--- config.mk ---
export PLATFORM = sky130hd
export DESIGN_NAME = arx_model_filter_core
export DESIGN_NICKNAME = d
export VERILOG_FILES = /design/src/hw/rtl/amf_pkg.sv /design/src/hw/rtl/amf_mac.sv /design/src/hw/rtl/arx_model_filter_core.sv
export SDC_FILE = /design/constraint.sdc
export NUM_CORES = 2
export LEC_CHECK = 0
export BUFFER_PORTS_ARGS = -buffer_cell sky130_fd_sc_hd__clkbuf_2
export CAP_MARGIN = 30
export CORE_MARGIN = 2
export CORE_UTILIZATION = 69
export DETAILED_ROUTE_END_ITERATION = 12
export GPL_ROUTABILITY_DRIVEN = 0
export PLACE_DENSITY = 0.88
export SYNTH_ARGS = -nofsm -noshare
export SYNTH_HDL_FRONTEND = slang
export SYNTH_SLANG_ARGS = --single-unit
--- constraint.sdc ---
create_clock -name clock -period 16.2 [get_ports clock]
set_clock_uncertainty 0.05 [all_clocks]
set_input_delay 1.62 -clock clock [delete_from_list [all_inputs] [get_ports clock]]
set_output_delay 1.62 -clock clock [all_outputs]
set_load 0.005 [all_outputs]
--- src/hw/rtl/amf_pkg.sv ---
// shared types and constants for the arx model filter
`default_nettype none

package amf_pkg;

   localparam int SAMPLE_W = 24;
   localparam int COEF_W   = 18;
   localparam int DELAY_W  = 5;
   localparam int PROD_W   = SAMPLE_W + COEF_W;
   localparam int ACC_W    = 48;
   localparam int FRAC_SHIFT = 16;
   localparam int NUM_COEF = 3;
   localparam int COEF_IDX_W = 2;

   localparam logic [ACC_W-1:0] ROUND_BIAS = ACC_W'(32768);
   localparam logic [SAMPLE_W-1:0] SAMPLE_MAX = 24'h7FFFFF;
   localparam logic [SAMPLE_W-1:0] SAMPLE_MIN = 24'h800000;

   // register indexes on the csr port
   localparam int CSR_IDX_W = 3;
   localparam logic [CSR_IDX_W-1:0] REG_INPUT_COEF_0    = 3'd0;
   localparam logic [CSR_IDX_W-1:0] REG_INPUT_COEF_1    = 3'd1;
   localparam logic [CSR_IDX_W-1:0] REG_INPUT_COEF_2    = 3'd2;
   localparam logic [CSR_IDX_W-1:0] REG_OUTPUT_COEF_1   = 3'd3;
   localparam logic [CSR_IDX_W-1:0] REG_OUTPUT_COEF_2   = 3'd4;
   localparam logic [CSR_IDX_W-1:0] REG_OUTPUT_COEF_3   = 3'd5;
   localparam logic [CSR_IDX_W-1:0] REG_TRANSPORT_DELAY = 3'd6;

   typedef enum logic [1:0] {
      ST_IDLE,
      ST_MAC,
      ST_DRAIN,
      ST_DONE
   } state_type;

   typedef struct packed {
      logic clear;
      logic issue;
      logic sub;
   } mac_ctrl_type;

endpackage

`default_nettype wire

--- src/hw/rtl/amf_mac.sv ---
// shared multiply-accumulate unit: registered product, then accumulate
`default_nettype none

module amf_mac (
   input  wire logic                                clock,
   input  wire logic                                reset,
   input  wire amf_pkg::mac_ctrl_type               ctrl,
   input  wire logic signed [amf_pkg::SAMPLE_W-1:0] sample,
   input  wire logic signed [amf_pkg::COEF_W-1:0]   coef,
   output logic signed [amf_pkg::ACC_W-1:0]         acc
);
   import amf_pkg::*;

   logic signed [PROD_W-1:0] prod_ff;
   logic                     prod_vld_ff;
   logic                     prod_sub_ff;
   logic signed [ACC_W-1:0]  acc_ff;
   logic signed [ACC_W-1:0]  prod_ext;

   always_ff @(posedge clock) begin
      if (reset) begin
         prod_vld_ff <= 1'b0;
      end else begin
         prod_vld_ff <= ctrl.issue;
      end
   end

   always_ff @(posedge clock) begin
      prod_ff     <= PROD_W'(sample) * PROD_W'(coef);
      prod_sub_ff <= ctrl.sub;
   end

   assign prod_ext = ACC_W'(prod_ff);

   // clear preloads the rounding bias
   always_ff @(posedge clock) begin
      if (ctrl.clear) begin
         acc_ff <= ROUND_BIAS;
      end else if (prod_vld_ff) begin
         if (prod_sub_ff) begin
            acc_ff <= acc_ff - prod_ext;
         end else begin
            acc_ff <= acc_ff + prod_ext;
         end
      end
   end

   assign acc = acc_ff;

endmodule

`default_nettype wire

--- src/hw/rtl/arx_model_filter_core.sv ---
// top level of the arx plant model: delay line, histories, sequencer
//
//   port group  direction  word
//   req_*       in         control_sample (one sample per word)
//   rsp_*       out        plant_output, saturated (one word per sample)
//   csr_*       in         coefficient and delay writes, no read-back
//
// each sample is worked through its NUM_OUTPUT_TAPS + NUM_INPUT_TAPS taps by the
// single shared multiplier, one tap per cycle.
// req_stall is high from acceptance until the result is loaded into rsp.
// a finished word waits in the rsp register; the next sample is taken meanwhile.
// reset clears coefficients, histories and the delay line fill count at once.
`default_nettype none

module arx_model_filter_core #(
   parameter int MAX_DELAY       = 16,
   parameter int NUM_INPUT_TAPS  = 3,
   parameter int NUM_OUTPUT_TAPS = 3
) (
   input  wire logic                                 clock,
   input  wire logic                                 reset,
   input  wire logic                                 req_valid,
   output logic                                      req_stall,
   input  wire logic signed [amf_pkg::SAMPLE_W-1:0]  req_control_sample,
   output logic                                      rsp_valid,
   input  wire logic                                 rsp_stall,
   output logic signed [amf_pkg::SAMPLE_W-1:0]       rsp_plant_output,
   output logic                                      rsp_saturated,
   input  wire logic                                 csr_write,
   input  wire logic [amf_pkg::CSR_IDX_W-1:0]        csr_index,
   input  wire logic [amf_pkg::COEF_W-1:0]           csr_wdata
);
   import amf_pkg::*;

   localparam int PTR_W  = (MAX_DELAY > 1) ? $clog2(MAX_DELAY) : 1;
   localparam int CNT_W  = $clog2(MAX_DELAY + 1);
   localparam int NUM_TAPS = NUM_INPUT_TAPS + NUM_OUTPUT_TAPS;
   localparam int TAP_W  = $clog2(NUM_TAPS);
   localparam int IH_W   = (NUM_INPUT_TAPS > 1) ? $clog2(NUM_INPUT_TAPS) : 1;
   localparam int OH_W   = (NUM_OUTPUT_TAPS > 1) ? $clog2(NUM_OUTPUT_TAPS) : 1;

   // configuration registers
   logic signed [COEF_W-1:0]  b_coef_ff [NUM_COEF];
   logic signed [COEF_W-1:0]  a_coef_ff [NUM_COEF];
   logic [DELAY_W-1:0]        delay_ff;

   // delay line memory and its bookkeeping
   logic signed [SAMPLE_W-1:0] dly_mem [MAX_DELAY];
   logic signed [SAMPLE_W-1:0] rd_data_ff;
   logic                       rd_ok_ff;
   logic [PTR_W-1:0]           wptr_ff;
   logic [CNT_W-1:0]           fill_cnt_ff;
   logic [CNT_W-1:0]           k_eff;
   logic [31:0]                rd_addr_wide;
   logic [PTR_W-1:0]           rd_addr;

   logic signed [SAMPLE_W-1:0] in_hist_ff  [NUM_INPUT_TAPS];
   logic signed [SAMPLE_W-1:0] out_hist_ff [NUM_OUTPUT_TAPS];

   state_type                 state_ff, state_in;
   logic [TAP_W-1:0]          tap_cnt_ff, tap_cnt_in;

   logic                      req_fire;
   logic                      hist_shift;
   logic                      finish;
   mac_ctrl_type              mac_ctrl;
   logic signed [SAMPLE_W-1:0] op_sample;
   logic signed [COEF_W-1:0]  op_coef;
   logic signed [ACC_W-1:0]   acc;
   logic [ACC_W-1:FRAC_SHIFT+SAMPLE_W-1] acc_hi;
   logic                      over;
   logic signed [SAMPLE_W-1:0] y_val;

   logic                      rsp_valid_ff;
   logic signed [SAMPLE_W-1:0] rsp_output_ff;
   logic                      rsp_sat_ff;

   // ---------------- configuration ----------------
   always_ff @(posedge clock) begin
      if (reset) begin
         for (int i = 0; i < NUM_COEF; i++) begin
            b_coef_ff[i] <= '0;
            a_coef_ff[i] <= '0;
         end
         delay_ff <= DELAY_W'(1);
      end else if (csr_write) begin
         case (csr_index)
            REG_INPUT_COEF_0:    b_coef_ff[0] <= csr_wdata;
            REG_INPUT_COEF_1:    b_coef_ff[1] <= csr_wdata;
            REG_INPUT_COEF_2:    b_coef_ff[2] <= csr_wdata;
            REG_OUTPUT_COEF_1:   a_coef_ff[0] <= csr_wdata;
            REG_OUTPUT_COEF_2:   a_coef_ff[1] <= csr_wdata;
            REG_OUTPUT_COEF_3:   a_coef_ff[2] <= csr_wdata;
            REG_TRANSPORT_DELAY: delay_ff <= csr_wdata[DELAY_W-1:0];
            default: ;
         endcase
      end
   end

   // zero acts as one, anything past the line length as the full length
   always_comb begin
      if (delay_ff == '0) begin
         k_eff = CNT_W'(1);
      end else if (32'(delay_ff) > 32'(MAX_DELAY)) begin
         k_eff = CNT_W'(MAX_DELAY);
      end else begin
         k_eff = CNT_W'(delay_ff);
      end
   end

   // ---------------- delay line ----------------
   assign req_fire = req_valid && !req_stall;

   always_comb begin
      if (32'(wptr_ff) >= 32'(k_eff)) begin
         rd_addr_wide = 32'(wptr_ff) - 32'(k_eff);
      end else begin
         rd_addr_wide = 32'(wptr_ff) + 32'(MAX_DELAY) - 32'(k_eff);
      end
   end
   assign rd_addr = PTR_W'(rd_addr_wide);

   // read sees the old contents when k equals the line length
   always_ff @(posedge clock) begin
      if (req_fire) begin
         dly_mem[wptr_ff] <= req_control_sample;
         rd_data_ff       <= dly_mem[rd_addr];
      end
   end

   always_ff @(posedge clock) begin
      if (reset) begin
         wptr_ff     <= '0;
         fill_cnt_ff <= '0;
         rd_ok_ff    <= 1'b0;
      end else if (req_fire) begin
         // entries never written read as zero
         rd_ok_ff <= (fill_cnt_ff >= k_eff);
         if (32'(wptr_ff) == 32'(MAX_DELAY - 1)) begin
            wptr_ff <= '0;
         end else begin
            wptr_ff <= wptr_ff + PTR_W'(1);
         end
         if (32'(fill_cnt_ff) < 32'(MAX_DELAY)) begin
            fill_cnt_ff <= fill_cnt_ff + CNT_W'(1);
         end
      end
   end

   // ---------------- sequencer ----------------
   always_ff @(posedge clock) begin
      if (reset) begin
         state_ff   <= ST_IDLE;
         tap_cnt_ff <= '0;
      end else begin
         state_ff   <= state_in;
         tap_cnt_ff <= tap_cnt_in;
      end
   end

   always_comb begin
      state_in      = state_ff;
      tap_cnt_in    = tap_cnt_ff;
      req_stall     = 1'b1;
      mac_ctrl      = '0;
      hist_shift    = 1'b0;
      finish        = 1'b0;
      case (state_ff)
         ST_IDLE: begin
            req_stall     = 1'b0;
            mac_ctrl.clear = req_valid;
            if (req_valid) begin
               state_in   = ST_MAC;
               tap_cnt_in = '0;
            end
         end
         ST_MAC: begin
            // output taps go first, so the delayed sample lands in time
            mac_ctrl.issue = 1'b1;
            mac_ctrl.sub   = (32'(tap_cnt_ff) < 32'(NUM_OUTPUT_TAPS));
            hist_shift     = (tap_cnt_ff == '0);
            if (32'(tap_cnt_ff) == 32'(NUM_TAPS - 1)) begin
               state_in = ST_DRAIN;
            end else begin
               tap_cnt_in = tap_cnt_ff + TAP_W'(1);
            end
         end
         ST_DRAIN: begin
            state_in = ST_DONE;
         end
         ST_DONE: begin
            if (!rsp_valid_ff || !rsp_stall) begin
               finish   = 1'b1;
               state_in = ST_IDLE;
            end
         end
         default: begin
            state_in = ST_IDLE;
         end
      endcase
   end

   // ---------------- operand selection ----------------
   always_comb begin
      logic [31:0] in_idx;
      logic [31:0] out_idx;
      in_idx  = 32'(tap_cnt_ff) - 32'(NUM_OUTPUT_TAPS);
      out_idx = 32'(tap_cnt_ff);
      op_sample = '0;
      op_coef   = '0;
      if (out_idx < 32'(NUM_OUTPUT_TAPS)) begin
         op_sample = out_hist_ff[OH_W'(out_idx)];
         if (out_idx < 32'(NUM_COEF)) begin
            op_coef = a_coef_ff[COEF_IDX_W'(out_idx)];
         end
      end else begin
         op_sample = in_hist_ff[IH_W'(in_idx)];
         if (in_idx < 32'(NUM_COEF)) begin
            op_coef = b_coef_ff[COEF_IDX_W'(in_idx)];
         end
      end
   end

   amf_mac u_mac (
      .clock  (clock),
      .reset  (reset),
      .ctrl   (mac_ctrl),
      .sample (op_sample),
      .coef   (op_coef),
      .acc    (acc)
   );

   // ---------------- rounding and clamp ----------------
   assign acc_hi = acc[ACC_W-1:FRAC_SHIFT+SAMPLE_W-1];
   assign over   = !((&acc_hi) || (~|acc_hi));

   always_comb begin
      if (over) begin
         y_val = acc[ACC_W-1] ? SAMPLE_MIN : SAMPLE_MAX;
      end else begin
         y_val = acc[FRAC_SHIFT+SAMPLE_W-1:FRAC_SHIFT];
      end
   end

   // ---------------- histories ----------------
   always_ff @(posedge clock) begin
      if (reset) begin
         for (int i = 0; i < NUM_INPUT_TAPS; i++) begin
            in_hist_ff[i] <= '0;
         end
      end else if (hist_shift) begin
         for (int i = NUM_INPUT_TAPS - 1; i > 0; i--) begin
            in_hist_ff[i] <= in_hist_ff[i-1];
         end
         in_hist_ff[0] <= rd_ok_ff ? rd_data_ff : '0;
      end
   end

   always_ff @(posedge clock) begin
      if (reset) begin
         for (int i = 0; i < NUM_OUTPUT_TAPS; i++) begin
            out_hist_ff[i] <= '0;
         end
      end else if (finish) begin
         for (int i = NUM_OUTPUT_TAPS - 1; i > 0; i--) begin
            out_hist_ff[i] <= out_hist_ff[i-1];
         end
         out_hist_ff[0] <= y_val;
      end
   end

   // ---------------- result word ----------------
   always_ff @(posedge clock) begin
      if (reset) begin
         rsp_valid_ff <= 1'b0;
      end else if (finish) begin
         rsp_valid_ff <= 1'b1;
      end else if (!rsp_stall) begin
         rsp_valid_ff <= 1'b0;
      end
   end

   always_ff @(posedge clock) begin
      if (finish) begin
         rsp_output_ff <= y_val;
         rsp_sat_ff    <= over;
      end
   end

   assign rsp_valid        = rsp_valid_ff;
   assign rsp_plant_output = rsp_output_ff;
   assign rsp_saturated    = rsp_sat_ff;

endmodule

`default_nettype wire

==> summary.log <==
qor: synth.synth_top_cell_area_share 0.4116
qor: sta.slew_viol_final 0
qor: finish.drive_above_1_share 0.1059
qor: sta.final.hold.worst_slack 0.4312 ns
qor: floorplanning.boundaryPins 77
qor: finish.filler_cell_count 4105
qor: grt.grt_max_degree 77
qor: route.vias_per_cell 6.317
qor: clock_network.post_cts_setup_buffers 0
qor: grt.first_global_vias 34138
qor: worst_setup_path.worst_setup_path_startpoint tap_cnt_ff[0]
qor: clock_network.clkSinkCount 800
qor: sta.max_clock_freq 100.2 MHz
qor: synth.synth_seq_area_share 0.4576
qor: clock_network.clock_tree.htree_level_count 3
qor: clock_network.numCtsBuffers 82
qor: worst_setup_path.crit-reg2reg-launch tap_cnt_ff[0]
qor: synth.ys_dominant_reg_cell sky130_fd_sc_hd__edfxtp_1
qor: clock_network.clock_tree.root_cell sky130_fd_sc_hd__clkbuf_16
qor: worst_setup_path.critPathArrivalTime 10.50 ns
qor: synth.synth_seq_cells 800
qor: route.route.detailed.wl_per_inst 23.64 um
qor: grt.grt_busiest_layer met2
qor: sta.timing.final.setup_violations 0
qor: synth.synth.cell_area 49980 sq um
qor: synth.gate_count_after_technology_mapping 4176
qor: worst_setup_path.r2r_slack 6.22 ns
qor: floorplanning.num_rows 98
qor: synth.synth.area.mux_share 0.06694
qor: floorplanning.dieHeight 273.1 um
qor: synth.post_synth_edffs 685
qor: clock_network.clk_transition_reported_paths 0.06 ns
qor: route.ant_nets 0
qor: finish.area_growth_from_synthesis_to_final_layout 9.093%
qor: worst_setup_path.crit-reg2reg-capture u_mac.prod_ff[40]
qor: route.wirelength 124100 um
qor: floorplanning.die-width 273.1 um
qor: synth.synthesis.yosys.warnings 0
qor: route.num_vias 33153
qor: floorplanning.initial_core_util 0.6979
qor: placement.placement.io_buffers 76
qor: worst_setup_path.critical_path_class flip-flop to flip-flop
qor: route.route.detailed.drc 0
qor: worst_setup_path.timing.critical_path.slowest_stage_cell sky130_fd_sc_hd__o31ai_4
qor: clock_network.cts_tree done
qor: synth.asyncSetResetFlopFracSynth 0
qor: worst_hold_path.hold_wc_path_type flip-flop to flip-flop
qor: placement.place_hpwl 82130 um
qor: sta.slew_worst_pin 1.046 ns
qor: grt.grt-ovfl-total 0
qor: finish.final_nets 4882
qor: synth.combinational_family_with_the_most_area_after_synthesis adder cells
qor: synth.most_numerous_cell_in_the_yosys_netlist sky130_fd_sc_hd__edfxtp_1
qor: sta.grt_setup_unrepaired no
qor: synth.synth_top_area_cell sky130_fd_sc_hd__edfxtp_1
qor: sta.hold_viol 0
qor: synth.yosys.area_share.adder 0.2151
qor: clock_network.clk-insertion-delay-late 0.65 ns
qor: grt.grtUsageMet1 0.4190
qor: clock_network.clock_tree.buffer_depth 3
qor: worst_setup_path.critPathCaptureType flip-flop
qor: worst_setup_path.delay_of_the_slowest_cell_on_the_worst_path 1.01 ns
qor: worst_setup_path.critPathLaunchType flip-flop
qor: worst_setup_path.worst_setup_path_endpoint u_mac.prod_ff[40]
qor: sta.fin_tns_setup 0 ns
qor: worst_setup_path.timing.reg2reg.worst_path_depth 28
qor: synth.ys_top_cells_by_count sky130_fd_sc_hd__edfxtp_1 (685), sky130_fd_sc_hd__inv_1 (528), sky130_fd_sc_hd__fa_1 (427)
qor: synth.synthXorXnorAreaFrac 0.02191
qor: floorplanning.die_area 74600 sq um
qor: grt.number_of_antenna_violations_at_the_first_check_in_global_routing 1
qor: run.drv_cap 0
qor: grt.wire_length_of_the_first_global_routing_pass 192000 um
qor: route.drt_pre_antenna_iters 6
qor: clock_network.ctsHoldBuffers 0
qor: grt.grt.met3_usage 0.05421
qor: sta.final_min_period_over_clock_period 0.6162
qor: worst_setup_path.timing.critical_path.required 16.72 ns
qor: worst_setup_path.critical_path_peak_fanout 76
qor: grt.grt.met2_usage 0.5794
qor: synth.synth.net_count 4829
qor: synth.synth_area_per_cell 11.97 sq um
qor: clock_network.cts_resized 0
qor: route.detailedRoute.firstIterationViolations 3557
qor: synth.area_fraction_in_compound_gates_after_synthesis 0.07045
qor: floorplanning.core 71610 sq um
qor: run_status.run_status finished clean
qor: synth.netlist_top_cells_area sky130_fd_sc_hd__edfxtp_1 (41%), sky130_fd_sc_hd__fa_1 (17%), sky130_fd_sc_hd__dfxtp_1 (4.6%), sky130_fd_sc_hd__ha_1 (4.4%), sky130_fd_sc_hd__mux4_2 (4.3%)
qor: grt.globalRouteTotalUtil 0.3414
qor: synth.number_of_distinct_library_cell_variants_in_the_gate_level_netlist_after_synthesis 73
qor: sta.layout_min_cycle_time 9.982 ns
qor: synth.synth_simple_gate_area_frac 0.1136
qor: sta.relSlewSlack 0.3024
cell type report:
type                    instances  area (sq um)  area share
clock inverters                40         460.4    0.008445
repair buffers                160          1071     0.01964
inverters                     530          1989     0.03649
diodes                          1         2.502  0.00004590
well taps                     950          1189     0.02180
flip-flops and latches        800         22880      0.4196
clock buffers                 112          2268     0.04161
multi-input cells            2655         24660      0.4524
worst min path at each step:
stage / startpoint / to / slack, ns / cells after the start
detailed placement: u_mac.acc[3] / u_mac.acc[3] / 0.42 / 2
floorplan: delay_ff[0] / delay_ff[0] / 0.40 / 2
global route: u_mac.acc[0] / u_mac.acc[0] / 0.46 / 2
finish: u_mac.acc[3] / u_mac.acc[3] / 0.43 / 2
global placement: u_mac.acc[3] / u_mac.acc[3] / 0.41 / 2
CTS: u_mac.acc[3] / u_mac.acc[3] / 0.43 / 2
worst max-delay path: cells and delay by family (launching register included):
kind | cells | cell delay, ns
compound gates | 9 | 3.29
fa+ha+maj | 9 | 3.93
buf+inv | 7 | 0.99
flops | 1 | 0.31
simple gates | 2 | 1.14
xor+xnor | 1 | 0.18
per-stage QoR:
stage,instance area [sq um],cells,utilization,worst slack [ns]
final,54520,5248,0.7614,6.218
after global routing,54520,5248,0.7614,5.724
after CTS,54460,5245,0.7606,6.292
after detailed placement,51740,5093,0.7225,6.316
after global placement,51700,5091,0.7220,6.566
after floorplan,49980,4176,-,7.125
cell families after synthesis:
logic type      count (synthesis)
fa+ha+maj                     603
buf+inv                       721
flops                         800
compound gates                548
mux                           213
xor+xnor                      125
simple gates                 1166
cell usage in the layout (no fill, tap or decap), drive strengths merged, types with 7 or more instances in the layout:
cell	count
edfxtp	685
inv	531
fa	427
nand2	414
nor2	240
and2	227
clkbuf	188
ha	176
a21oi	161
nor2b	119
mux2i	117
dfxtp	115
o21ai	103
mux4	96
xnor2	96
buf	84
a21o	83
a211oi	72
o31ai	37
nor3	32
and3	31
xor2	29
nand2b	28
clkinv	28
nand3	19
nand4	17
o31a	16
a31oi	13
o21a	12
o21bai	10
or2	7
bufinv	7
routing by layer:
| layer | vias to the layer above | part of all wire |
|---|---|---|
| li1 | 14245 | - |
| met1 | 16391 | 0.34 |
| met2 | 1983 | 0.51 |
| met3 | 534 | 0.086 |
| met4 | 0 | 0.067 |
| met5 | - | 0 |
state kept, by name (all words and copies together), names as in the netlist, named ones only:
register	flops
dly_mem	384
in_hist_ff	72
out_hist_ff	72
a_coef_ff	54
b_coef_ff	54
u_mac.acc	48
u_mac.prod_ff	42
rd_data_ff	24
rsp_plant_output	24
delay_ff	5
fill_cnt_ff	5
wptr_ff	4
tap_cnt_ff	3
state_ff	2
rd_ok_ff	1
rsp_saturated	1
rsp_valid	1
u_mac.prod_sub_ff	1
u_mac.prod_vld_ff	1
Power is left out: the tool's default activity adds up to more than one toggle a clock period on the data nets, which glitch-free logic cannot reach.
